===== src/rtl/hrhp_pkg.sv =====
// ============================================================================
// HTTP request head parser package
// Payload types, phase codes, status and role codes, and character classes
// shared by the parser and its ports.
// ============================================================================
package hrhp_pkg;

    // Input payload: one byte of the request head and a restart flag.
    typedef struct packed {
        logic [7:0] data_byte;
        logic       restart;
    } t_in;

    // Result payload: one per input byte.
    typedef struct packed {
        logic [1:0] status;
        logic [2:0] byte_role;
        logic [7:0] echo_byte;
        logic [7:0] major_version;
        logic [7:0] minor_version;
    } t_out;

    localparam int PH_BITS = 5;

    // Parse phase codes. Codes 20 to 31 are unused and reject every byte.
    localparam logic [PH_BITS-1:0] PH_METHOD_START = 5'd0;
    localparam logic [PH_BITS-1:0] PH_METHOD       = 5'd1;
    localparam logic [PH_BITS-1:0] PH_URI          = 5'd2;
    localparam logic [PH_BITS-1:0] PH_VER_H        = 5'd3;
    localparam logic [PH_BITS-1:0] PH_VER_T1       = 5'd4;
    localparam logic [PH_BITS-1:0] PH_VER_T2       = 5'd5;
    localparam logic [PH_BITS-1:0] PH_VER_P        = 5'd6;
    localparam logic [PH_BITS-1:0] PH_VER_SLASH    = 5'd7;
    localparam logic [PH_BITS-1:0] PH_MAJOR_START  = 5'd8;
    localparam logic [PH_BITS-1:0] PH_MAJOR        = 5'd9;
    localparam logic [PH_BITS-1:0] PH_MINOR_START  = 5'd10;
    localparam logic [PH_BITS-1:0] PH_MINOR        = 5'd11;
    localparam logic [PH_BITS-1:0] PH_LF1          = 5'd12;
    localparam logic [PH_BITS-1:0] PH_LINE_START   = 5'd13;
    localparam logic [PH_BITS-1:0] PH_LWS          = 5'd14;
    localparam logic [PH_BITS-1:0] PH_HNAME        = 5'd15;
    localparam logic [PH_BITS-1:0] PH_SPACE_BEFORE = 5'd16;
    localparam logic [PH_BITS-1:0] PH_HVALUE       = 5'd17;
    localparam logic [PH_BITS-1:0] PH_LF2          = 5'd18;
    localparam logic [PH_BITS-1:0] PH_LF3          = 5'd19;

    // Status codes.
    localparam logic [1:0] ST_MORE = 2'd0;
    localparam logic [1:0] ST_GOOD = 2'd1;
    localparam logic [1:0] ST_BAD  = 2'd2;

    // Byte role codes.
    localparam logic [2:0] RO_NONE   = 3'd0;
    localparam logic [2:0] RO_METHOD = 3'd1;
    localparam logic [2:0] RO_URI    = 3'd2;
    localparam logic [2:0] RO_HSTART = 3'd3;
    localparam logic [2:0] RO_HNAME  = 3'd4;
    localparam logic [2:0] RO_HVALUE = 3'd5;

    // Characters.
    localparam logic [7:0] CH_CR    = 8'h0D;
    localparam logic [7:0] CH_LF    = 8'h0A;
    localparam logic [7:0] CH_HT    = 8'h09;
    localparam logic [7:0] CH_SP    = 8'h20;
    localparam logic [7:0] CH_COLON = 8'h3A;
    localparam logic [7:0] CH_SLASH = 8'h2F;
    localparam logic [7:0] CH_DOT   = 8'h2E;
    localparam logic [7:0] CH_ZERO  = 8'h30;
    localparam logic [7:0] CH_NINE  = 8'h39;
    localparam logic [7:0] CH_H     = 8'h48;
    localparam logic [7:0] CH_T     = 8'h54;
    localparam logic [7:0] CH_P     = 8'h50;
    localparam logic [7:0] CH_DEL   = 8'h7F;
    localparam logic [7:0] CH_US    = 8'h1F;

    function automatic logic is_ctl(input logic [7:0] c);
        return (c <= CH_US) || (c == CH_DEL);
    endfunction

    function automatic logic is_tspecial(input logic [7:0] c);
        return c inside {8'h28, 8'h29, 8'h3C, 8'h3E, 8'h40, 8'h2C, 8'h3B, CH_COLON,
                         8'h5C, 8'h22, CH_SLASH, 8'h5B, 8'h5D, 8'h3F, 8'h3D,
                         8'h7B, 8'h7D, CH_SP, CH_HT};
    endfunction

    function automatic logic is_token(input logic [7:0] c);
        return !c[7] && !is_ctl(c) && !is_tspecial(c);
    endfunction

    function automatic logic is_digit(input logic [7:0] c);
        return (c >= CH_ZERO) && (c <= CH_NINE);
    endfunction

endpackage


===== src/rtl/http_request_head_parser_unit.sv =====
// ============================================================================
// HTTP request head parser unit
// Walks an HTTP/1.x request line and header block one byte at a time and
// tags every byte with a status, a field role and the version so far.
// ============================================================================
//
//  Channel   Valid        Stall        Payload                  Direction
//  -------   ----------   ----------   ----------------------   ---------
//  request   i_valid      o_stall      i_req (hrhp_pkg::t_in)   in
//  result    o_valid      i_stall      o_res (hrhp_pkg::t_out)  out
//
// A request taken at a clock edge is parsed by the logic between the input
// and result registers and shows up as a valid result when the result register
// loads it; with no stall, one request is taken and one result leaves every cycle.
// Reset (i_rst_n low at a clock edge) empties both registers and clears the
// parser state. A stalled result holds while the input register takes one
// more request; o_stall rises only when both registers are full.

module http_request_head_parser_unit #(
    parameter int VERSION_BITS = 8
) (
    input  logic            i_clk,
    input  logic            i_rst_n,
    input  logic            i_valid,
    output logic            o_stall,
    input  hrhp_pkg::t_in   i_req,
    output logic            o_valid,
    input  logic            i_stall,
    output hrhp_pkg::t_out  o_res
);

    localparam int                  VW   = VERSION_BITS;
    localparam logic [VW+3:0]       VMAX = {4'b0000, {VW{1'b1}}};

    // Pipeline registers.
    logic            r_in_valid;
    hrhp_pkg::t_in   r_in;
    logic            r_out_valid;
    hrhp_pkg::t_out  r_out;

    // Parser state.
    logic [hrhp_pkg::PH_BITS-1:0] r_phase;
    logic                         r_seen;
    logic [VW-1:0]                r_major;
    logic [VW-1:0]                r_minor;

    logic [hrhp_pkg::PH_BITS-1:0] n_phase;
    logic                         n_seen;
    logic [VW-1:0]                n_major;
    logic [VW-1:0]                n_minor;
    hrhp_pkg::t_out               n_out;

    // State as seen by this byte, after an optional restart.
    logic [hrhp_pkg::PH_BITS-1:0] b_phase;
    logic                         b_seen;
    logic [VW-1:0]                b_major;
    logic [VW-1:0]                b_minor;

    // Working values of the byte's parse before the malformed check.
    logic [hrhp_pkg::PH_BITS-1:0] w_phase;
    logic                         w_seen;
    logic [VW-1:0]                w_major;
    logic [VW-1:0]                w_minor;
    logic [1:0]                   w_status;
    logic [2:0]                   w_role;

    logic [7:0]    c;
    logic [3:0]    digit;
    logic [VW-1:0] major_step;
    logic [VW-1:0] minor_step;
    logic [VW+7:0] major_ext;
    logic [VW+7:0] minor_ext;
    logic          advance;

    // Decimal accumulate with saturation at the all-ones version value.
    function automatic logic [VW-1:0] accum(input logic [VW-1:0] v, input logic [3:0] d);
        logic [VW+3:0] wide;
        wide = ({4'b0000, v} << 3) + ({4'b0000, v} << 1) + {{VW{1'b0}}, d};
        return (wide > VMAX) ? {VW{1'b1}} : wide[VW-1:0];
    endfunction

    // The result register moves when it is empty or being taken.
    assign advance = !r_out_valid || !i_stall;
    assign o_stall = r_in_valid && !advance;
    assign o_valid = r_out_valid;
    assign o_res   = r_out;

    assign c     = r_in.data_byte;
    assign digit = c[3:0];

    always_comb begin
        if (r_in.restart) begin
            b_phase = hrhp_pkg::PH_METHOD_START;
            b_seen  = 1'b0;
            b_major = '0;
            b_minor = '0;
        end else begin
            b_phase = r_phase;
            b_seen  = r_seen;
            b_major = r_major;
            b_minor = r_minor;
        end
    end

    assign major_step = accum(b_major, digit);
    assign minor_step = accum(b_minor, digit);

    always_comb begin
        w_phase  = b_phase;
        w_seen   = b_seen;
        w_major  = b_major;
        w_minor  = b_minor;
        w_status = hrhp_pkg::ST_MORE;
        w_role   = hrhp_pkg::RO_NONE;
        case (b_phase)
            hrhp_pkg::PH_METHOD_START: begin
                if (hrhp_pkg::is_token(c)) begin
                    w_phase = hrhp_pkg::PH_METHOD;
                    w_role  = hrhp_pkg::RO_METHOD;
                end else begin
                    w_status = hrhp_pkg::ST_BAD;
                end
            end
            hrhp_pkg::PH_METHOD: begin
                if (c == hrhp_pkg::CH_SP) w_phase = hrhp_pkg::PH_URI;
                else if (hrhp_pkg::is_token(c)) w_role = hrhp_pkg::RO_METHOD;
                else w_status = hrhp_pkg::ST_BAD;
            end
            hrhp_pkg::PH_URI: begin
                if (c == hrhp_pkg::CH_SP) w_phase = hrhp_pkg::PH_VER_H;
                else if (hrhp_pkg::is_ctl(c)) w_status = hrhp_pkg::ST_BAD;
                else w_role = hrhp_pkg::RO_URI;
            end
            hrhp_pkg::PH_VER_H: begin
                if (c == hrhp_pkg::CH_H) w_phase = hrhp_pkg::PH_VER_T1;
                else w_status = hrhp_pkg::ST_BAD;
            end
            hrhp_pkg::PH_VER_T1: begin
                if (c == hrhp_pkg::CH_T) w_phase = hrhp_pkg::PH_VER_T2;
                else w_status = hrhp_pkg::ST_BAD;
            end
            hrhp_pkg::PH_VER_T2: begin
                if (c == hrhp_pkg::CH_T) w_phase = hrhp_pkg::PH_VER_P;
                else w_status = hrhp_pkg::ST_BAD;
            end
            hrhp_pkg::PH_VER_P: begin
                if (c == hrhp_pkg::CH_P) w_phase = hrhp_pkg::PH_VER_SLASH;
                else w_status = hrhp_pkg::ST_BAD;
            end
            hrhp_pkg::PH_VER_SLASH: begin
                if (c == hrhp_pkg::CH_SLASH) begin
                    w_major = '0;
                    w_minor = '0;
                    w_phase = hrhp_pkg::PH_MAJOR_START;
                end else begin
                    w_status = hrhp_pkg::ST_BAD;
                end
            end
            hrhp_pkg::PH_MAJOR_START: begin
                if (hrhp_pkg::is_digit(c)) begin
                    w_major = major_step;
                    w_phase = hrhp_pkg::PH_MAJOR;
                end else begin
                    w_status = hrhp_pkg::ST_BAD;
                end
            end
            hrhp_pkg::PH_MAJOR: begin
                if (c == hrhp_pkg::CH_DOT) w_phase = hrhp_pkg::PH_MINOR_START;
                else if (hrhp_pkg::is_digit(c)) w_major = major_step;
                else w_status = hrhp_pkg::ST_BAD;
            end
            hrhp_pkg::PH_MINOR_START: begin
                if (hrhp_pkg::is_digit(c)) begin
                    w_minor = minor_step;
                    w_phase = hrhp_pkg::PH_MINOR;
                end else begin
                    w_status = hrhp_pkg::ST_BAD;
                end
            end
            hrhp_pkg::PH_MINOR: begin
                if (c == hrhp_pkg::CH_CR) w_phase = hrhp_pkg::PH_LF1;
                else if (hrhp_pkg::is_digit(c)) w_minor = minor_step;
                else w_status = hrhp_pkg::ST_BAD;
            end
            hrhp_pkg::PH_LF1: begin
                if (c == hrhp_pkg::CH_LF) w_phase = hrhp_pkg::PH_LINE_START;
                else w_status = hrhp_pkg::ST_BAD;
            end
            hrhp_pkg::PH_LINE_START: begin
                // Leading whitespace folds onto the previous header only
                // once a header has been seen.
                if (c == hrhp_pkg::CH_CR) begin
                    w_phase = hrhp_pkg::PH_LF3;
                end else if (b_seen && (c == hrhp_pkg::CH_SP || c == hrhp_pkg::CH_HT)) begin
                    w_phase = hrhp_pkg::PH_LWS;
                end else if (hrhp_pkg::is_token(c)) begin
                    w_seen  = 1'b1;
                    w_role  = hrhp_pkg::RO_HSTART;
                    w_phase = hrhp_pkg::PH_HNAME;
                end else begin
                    w_status = hrhp_pkg::ST_BAD;
                end
            end
            hrhp_pkg::PH_LWS: begin
                if (c == hrhp_pkg::CH_CR) begin
                    w_phase = hrhp_pkg::PH_LF2;
                end else if (c == hrhp_pkg::CH_SP || c == hrhp_pkg::CH_HT) begin
                    w_phase = hrhp_pkg::PH_LWS;
                end else if (hrhp_pkg::is_ctl(c)) begin
                    w_status = hrhp_pkg::ST_BAD;
                end else begin
                    w_role  = hrhp_pkg::RO_HVALUE;
                    w_phase = hrhp_pkg::PH_HVALUE;
                end
            end
            hrhp_pkg::PH_HNAME: begin
                if (c == hrhp_pkg::CH_COLON) w_phase = hrhp_pkg::PH_SPACE_BEFORE;
                else if (hrhp_pkg::is_token(c)) w_role = hrhp_pkg::RO_HNAME;
                else w_status = hrhp_pkg::ST_BAD;
            end
            hrhp_pkg::PH_SPACE_BEFORE: begin
                if (c == hrhp_pkg::CH_SP) w_phase = hrhp_pkg::PH_HVALUE;
                else w_status = hrhp_pkg::ST_BAD;
            end
            hrhp_pkg::PH_HVALUE: begin
                if (c == hrhp_pkg::CH_CR) w_phase = hrhp_pkg::PH_LF2;
                else if (hrhp_pkg::is_ctl(c)) w_status = hrhp_pkg::ST_BAD;
                else w_role = hrhp_pkg::RO_HVALUE;
            end
            hrhp_pkg::PH_LF2: begin
                if (c == hrhp_pkg::CH_LF) w_phase = hrhp_pkg::PH_LINE_START;
                else w_status = hrhp_pkg::ST_BAD;
            end
            hrhp_pkg::PH_LF3: begin
                // The head is done; the phase parks here until a restart.
                w_status = (c == hrhp_pkg::CH_LF) ? hrhp_pkg::ST_GOOD : hrhp_pkg::ST_BAD;
            end
            default: begin
                w_status = hrhp_pkg::ST_BAD;
            end
        endcase
    end

    // A malformed byte leaves the state as it stood after any restart.
    always_comb begin
        if (w_status == hrhp_pkg::ST_BAD) begin
            n_phase = b_phase;
            n_seen  = b_seen;
            n_major = b_major;
            n_minor = b_minor;
        end else begin
            n_phase = w_phase;
            n_seen  = w_seen;
            n_major = w_major;
            n_minor = w_minor;
        end
    end

    assign major_ext = {8'h00, n_major};
    assign minor_ext = {8'h00, n_minor};

    always_comb begin
        n_out.status        = w_status;
        n_out.byte_role     = w_role;
        n_out.echo_byte     = c;
        n_out.major_version = major_ext[7:0];
        n_out.minor_version = minor_ext[7:0];
    end

    // Input register: loads whenever it is not holding a blocked request.
    always_ff @(posedge i_clk) begin
        if (!i_rst_n) begin
            r_in_valid <= 1'b0;
        end else if (!o_stall) begin
            r_in_valid <= i_valid;
        end
        if (!o_stall) begin
            r_in <= i_req;
        end
    end

    // Result register and parser state move together.
    always_ff @(posedge i_clk) begin
        if (!i_rst_n) begin
            r_out_valid <= 1'b0;
            r_phase     <= hrhp_pkg::PH_METHOD_START;
            r_seen      <= 1'b0;
            r_major     <= '0;
            r_minor     <= '0;
        end else if (advance) begin
            r_out_valid <= r_in_valid;
            if (r_in_valid) begin
                r_phase <= n_phase;
                r_seen  <= n_seen;
                r_major <= n_major;
                r_minor <= n_minor;
            end
        end
        if (advance && r_in_valid) begin
            r_out <= n_out;
        end
    end

    // A malformed byte never carries a field role.
    a_bad_no_role : assert property (@(posedge i_clk) disable iff (!i_rst_n)
        (o_valid && o_res.status == hrhp_pkg::ST_BAD) |-> (o_res.byte_role == hrhp_pkg::RO_NONE))
        else $error("malformed result carries a byte role");

    // A complete head leaves the parser parked after the closing CR.
    a_good_parks : assert property (@(posedge i_clk) disable iff (!i_rst_n)
        (o_valid && o_res.status == hrhp_pkg::ST_GOOD) |-> (r_phase == hrhp_pkg::PH_LF3))
        else $error("complete status without parked phase");

    // The echoed byte is the one that moved out of the input register.
    a_echo : assert property (@(posedge i_clk) disable iff (!i_rst_n)
        (advance && r_in_valid) |=> (o_res.echo_byte == $past(r_in.data_byte)))
        else $error("echoed byte does not match parsed byte");

    // A waiting input request is held only while the result side is blocked.
    a_stall_cause : assert property (@(posedge i_clk) disable iff (!i_rst_n)
        o_stall |-> (r_out_valid && r_in_valid))
        else $error("input stalled with a free pipeline slot");

endmodule


===== config.mk =====
export PLATFORM = sky130hd
export DESIGN_NAME = http_request_head_parser_unit
export DESIGN_NICKNAME = d
export VERILOG_FILES = /design/src/rtl/hrhp_pkg.sv /design/src/rtl/http_request_head_parser_unit.sv
export SDC_FILE = /design/constraint.sdc
export NUM_CORES = 1
export LEC_CHECK = 0
export ABC_AREA = 1
export BUFFER_PORTS_ARGS = -buffer_cell sky130_fd_sc_hd__buf_2
export CAP_MARGIN = 10
export CORE_MARGIN = 4
export CORE_UTILIZATION = 55
export CTS_BUF_LIST = sky130_fd_sc_hd__clkbuf_8
export CTS_CLUSTER_SIZE = 40
export DETAILED_ROUTE_END_ITERATION = 8
export PLACE_DENSITY = 0.74
export REMOVE_ABC_BUFFERS = 1
export SYNTH_ARGS = -nofsm -noshare
export SYNTH_HDL_FRONTEND = slang
export SYNTH_SLANG_ARGS = --single-unit

===== constraint.sdc =====
create_clock -name i_clk -period 8.4 [get_ports i_clk]
set_clock_uncertainty 0.2 [all_clocks]
set_input_delay 0.42 -clock i_clk [delete_from_list [all_inputs] [get_ports i_clk]]
set_output_delay 0.42 -clock i_clk [all_outputs]
set_load 0.01 [all_outputs]

==> report_table.html <==
<table>
<tr><th>Metric</th><th>Value</th></tr>
<tr><th colspan="2">Clocking</th></tr>
<tr><td>Number of sinks driven by the clock tree</td><td>between 60 and 70</td></tr>
<tr><td>Clock-pin slew reported for the worst setup and hold paths after clock tree synthesis</td><td>0.06 ns</td></tr>
<tr><td>Buffer count from post-CTS setup fixing</td><td>0</td></tr>
<tr><td>Number of cells upsized or downsized after cts</td><td>0</td></tr>
<tr><td>Number of buffers added by the clock tree synthesis step</td><td>9</td></tr>
<tr><td>Buffer cell driving the clock tree root</td><td>clkbuf_8</td></tr>
<tr><td>Hold-fix buffers at CTS</td><td>0</td></tr>
<tr><td>Clk Latency, worst-skew pair</td><td>between 0.3 and 0.4 ns</td></tr>
<tr><td>Clock tree buffer depth</td><td>2</td></tr>
<tr><td>TritonCTS clock tree</td><td>done</td></tr>
<tr><td>CTS H-Tree Depth</td><td>3</td></tr>
<tr><th colspan="2">Placed design</th></tr>
<tr><td>Worst slack at placement</td><td>4.39 ns</td></tr>
<tr><td>Post-detail-place hpwl</td><td>10700 microns</td></tr>
<tr><td>Number of cells in the design after placement</td><td>862</td></tr>
<tr><td>Quantity of I/O buffers inserted on ports</td><td>43</td></tr>
<tr><td>Final estimated routing congestion in global placement</td><td>0.892</td></tr>
<tr><th colspan="2">Setup path</th></tr>
<tr><td>CP top delay family</td><td>simple AND/OR/NAND/NOR gates</td></tr>
<tr><td>Setup CP Type</td><td>reg -&gt; reg</td></tr>
<tr><td>Crit path launch</td><td>r_in[0]</td></tr>
<tr><td>Type of element launching the critical path</td><td>flip-flop</td></tr>
<tr><td>Critical Path Max Stage Delay</td><td>0.99 ns</td></tr>
<tr><td>Buffers and inverters on the worst path</td><td>2</td></tr>
<tr><td>CP Depth</td><td>16</td></tr>
<tr><td>Crit-path cells</td><td>inv_4 -&gt; nand2_1 -&gt; xor2_1 -&gt; inv_1 -&gt; ha_1 -&gt; o21bai_1 -&gt; ha_1 -&gt; a21oi_1 -&gt; nand2_1 -&gt; nand3_1 -&gt; and2_0 -&gt; nand3_1 -&gt; o21ai_1 -&gt; nand4_1 -&gt; nor2_1 -&gt; nor2_1</td></tr>
<tr><td>Number of cell instances on the worst register-to-register path</td><td>16</td></tr>
<tr><td>CP required</td><td>8.43 ns</td></tr>
<tr><td>Critical path endpoint category</td><td>flip-flop</td></tr>
<tr><td>Worst R2R Start</td><td>r_in[0]</td></tr>
<tr><td>CP arrival</td><td>between 4 and 5 ns</td></tr>
<tr><td>Worst-path maximum fanout</td><td>26</td></tr>
<tr><td>Critical-path top delay cell</td><td>edfxtp_1</td></tr>
<tr><th colspan="2">Final layout</th></tr>
<tr><td>Fin cells</td><td>878</td></tr>
<tr><td>Area added between synthesis and finish</td><td>9.78%</td></tr>
<tr><td>Antenna Cells</td><td>0</td></tr>
<tr><td>Most frequent cells in the layout</td><td>nand2_1, nor2_1, nand3_1, inv_1, buf_2</td></tr>
<tr><td>Share of final-layout standard cells stronger than drive strength 1</td><td>between 15 and 20%</td></tr>
<tr><td>Final core area utilization</td><td>61.7%</td></tr>
<tr><td>Post-layout net count</td><td>807</td></tr>
<tr><td>Most frequent standard cell in the layout excluding fill and tap cells</td><td>nand2_1</td></tr>
<tr><th colspan="2">Route</th></tr>
<tr><td>Total number of vias</td><td>5054</td></tr>
<tr><td>Remaining antenna violation count after routing</td><td>0</td></tr>
<tr><td>Via-per-instance ratio</td><td>between 5 and 6</td></tr>
<tr><td>Post-DR wirelength/cell</td><td>about 16 microns</td></tr>
<tr><td>Violation count after the first detailed-route iteration</td><td>370</td></tr>
<tr><td>Wire length after detailed routing</td><td>14400 microns</td></tr>
<tr><td>Remaining DRCs</td><td>0</td></tr>
<tr><td>Initial DRT Pass Iterations</td><td>5</td></tr>
<tr><th colspan="2">Timing</th></tr>
<tr><td>Final Hold Vio Count</td><td>0</td></tr>
<tr><td>Final critical-path required period</td><td>about 4 ns</td></tr>
<tr><td>Period Utilization, post-route</td><td>48.6%</td></tr>
<tr><td>Setup TNS Final</td><td>0 ns</td></tr>
<tr><td>Worst slew pin tran</td><td>between 0.9 and 1 ns</td></tr>
<tr><td>Final Slew Violations</td><td>0</td></tr>
<tr><td>Final Setup Violations</td><td>0</td></tr>
<tr><td>Worst-case setup margin in the final layout</td><td>4.32 ns</td></tr>
<tr><td>Remaining max-slew budget at the tightest pin</td><td>35.1%</td></tr>
<tr><td>Highest achievable clock rate</td><td>~0.25 GHz</td></tr>
<tr><td>Setup repair after global routing missed its margin</td><td>no</td></tr>
<tr><th colspan="2">Power and ir drop</th></tr>
<tr><td>Power per unit of standard cell area</td><td>134 nW/um^2</td></tr>
<tr><td>Power Total</td><td>~760 uW</td></tr>
<tr><td>Highest ir drop seen on vdd</td><td>~0.00010 V</td></tr>
<tr><td>Leakage power summed over all cells</td><td>just under 0.003 uW</td></tr>
<tr><th colspan="2">Synthesis</th></tr>
<tr><td>Average size of a mapped cell</td><td>7.13 sq um</td></tr>
<tr><td>Synth Register Bits</td><td>62</td></tr>
<tr><td>Number of standard cells after synthesis</td><td>just over 700</td></tr>
<tr><td>Area share of the leading cell type in the synthesized netlist</td><td>about 22%</td></tr>
<tr><td>Synth cell types</td><td>47</td></tr>
<tr><td>Synth top area cells</td><td>edfxtp_1, nand2_1, dfxtp_1</td></tr>
<tr><td>Synth async-reset ratio</td><td>0%</td></tr>
<tr><td>Area of the mapped netlist</td><td>slightly above 5000 sq um</td></tr>
<tr><td>Warnings from Yosys</td><td>0</td></tr>
<tr><td>Seq/Total Area, Yosys</td><td>31.5%</td></tr>
<tr><td>Most frequently used flop master after synthesis</td><td>edfxtp_1</td></tr>
<tr><td>Cell taking the most area after synthesis</td><td>edfxtp_1</td></tr>
<tr><td>Count of flip-flops with a built-in enable after synthesis</td><td>38</td></tr>
<tr><th colspan="2">Flow run</th></tr>
<tr><td>Count of maximum capacitance violations</td><td>0</td></tr>
<tr><th colspan="2">Floorplanning</th></tr>
<tr><td>Die extent in x</td><td>105 microns</td></tr>
<tr><td>Placeable core area</td><td>9150 sq um</td></tr>
<tr><td>Io pins</td><td>44</td></tr>
<tr><td>Standard-cell row count</td><td>35</td></tr>
<tr><td>Initial standard-cell utilization of the core</td><td>56.2%</td></tr>
<tr><td>Die height</td><td>approximately 100 microns</td></tr>
<tr><td>Full die area</td><td>11000 sq um</td></tr>
<tr><th colspan="2">Min path</th></tr>
<tr><td>Worst Hold Path Cells</td><td>1</td></tr>
<tr><td>Worst hold-check path type</td><td>in -&gt; reg</td></tr>
<tr><td>Source of the worst hold timing path</td><td>i_req[2]</td></tr>
<tr><th colspan="2">Outcome</th></tr>
<tr><td>Status</td><td>finished, final reports clean</td></tr>
<tr><th colspan="2">GRT</th></tr>
<tr><td>All-layer global routing usage</td><td>26.4%</td></tr>
<tr><td>Pin count of the biggest net entering global routing</td><td>49</td></tr>
<tr><td>Via count of the first global-routing pass</td><td>approximately 4.7k</td></tr>
<tr><td>Initial antenna violation count</td><td>0</td></tr>
<tr><td>GRT Residual Overflow</td><td>0</td></tr>
<tr><td>Global-route wire length before repair</td><td>about 23000 microns</td></tr>
</table>
==> sequential cells by signal, summed over array words and instances, names as in the netlist <==
register,flops
c,8
o_res,29
o_valid,1
r_in,1
r_in_valid,1
r_minor,8
r_seen,1
r_major,8
r_phase,5
==> path summary, 6_finish.rpt <==
path / slack, ns / endpoint
max reg2reg: 4.32 / r_major[2]
min: 0.05 / c[1]
max: 4.32 / r_major[2]
min reg2reg: 0.31 / r_seen
==> where the power goes <==
part | internal, uW | switching [uW]
clock network | 181 | 119
registers | 339 | 10.5
logic | 35.4 | 72.2
total | 555 | 201
==> layout make-up <==
type,count,area [sq um]
clock buffer,11,151
clock inverter,5,73.8
fill,869,3500
inverter,100,380
multi-input combinational,545,3060
sequential,62,1620
tap,111,139
timing repair buffer,44,223
==> cells in the mapped netlist (all sizes together), types with 3 or more instances <==
cell type / number
a21oi: 35
buf: 6
clkbuf: 9
dfxtp: 24
edfxtp: 38
ha: 30
inv: 98
nand2: 175
nand3: 80
nand3b: 4
nand4: 30
nor2: 105
nor3: 6
o211ai: 14
o21ai: 41
o21bai: 3
o22ai: 3
xor2: 7
==> logic make-up after synthesis <==
| family | Yosys count | share of synthesized area, % |
|---|---|---|
| xor gates and xnor gates | 8 | 1.36 |
| AOI/OAI and AO/OA | 101 | 11.5 |
| adders and majority gates | 32 | 8.07 |
| DFF | 62 | 31.5 |
| and+or+nand+nor | 404 | 38.4 |
| buffers and inverters | 115 | 9.17 |
==> metal layers <==
metal	global-route usage, %	up-vias	wire length, microns
li1	-	2503	-
met1	37.4	2347	6720
met2	41.7	185	6490
met3	5.06	19	962
met4	5.90	0	183
met5	0	-	0
==> per-stage QoR <==
stage / hold WS, ns / instance area [sq um]
floorplan: 0.254 / 5050
global placement: 0.284 / 5420
detailed placement: 0.283 / 5420
CTS: 0.0375 / 5650
global route: 0.0278 / 5650
finish: 0.0477 / 5650
Power figures use the tool's default switching activity.
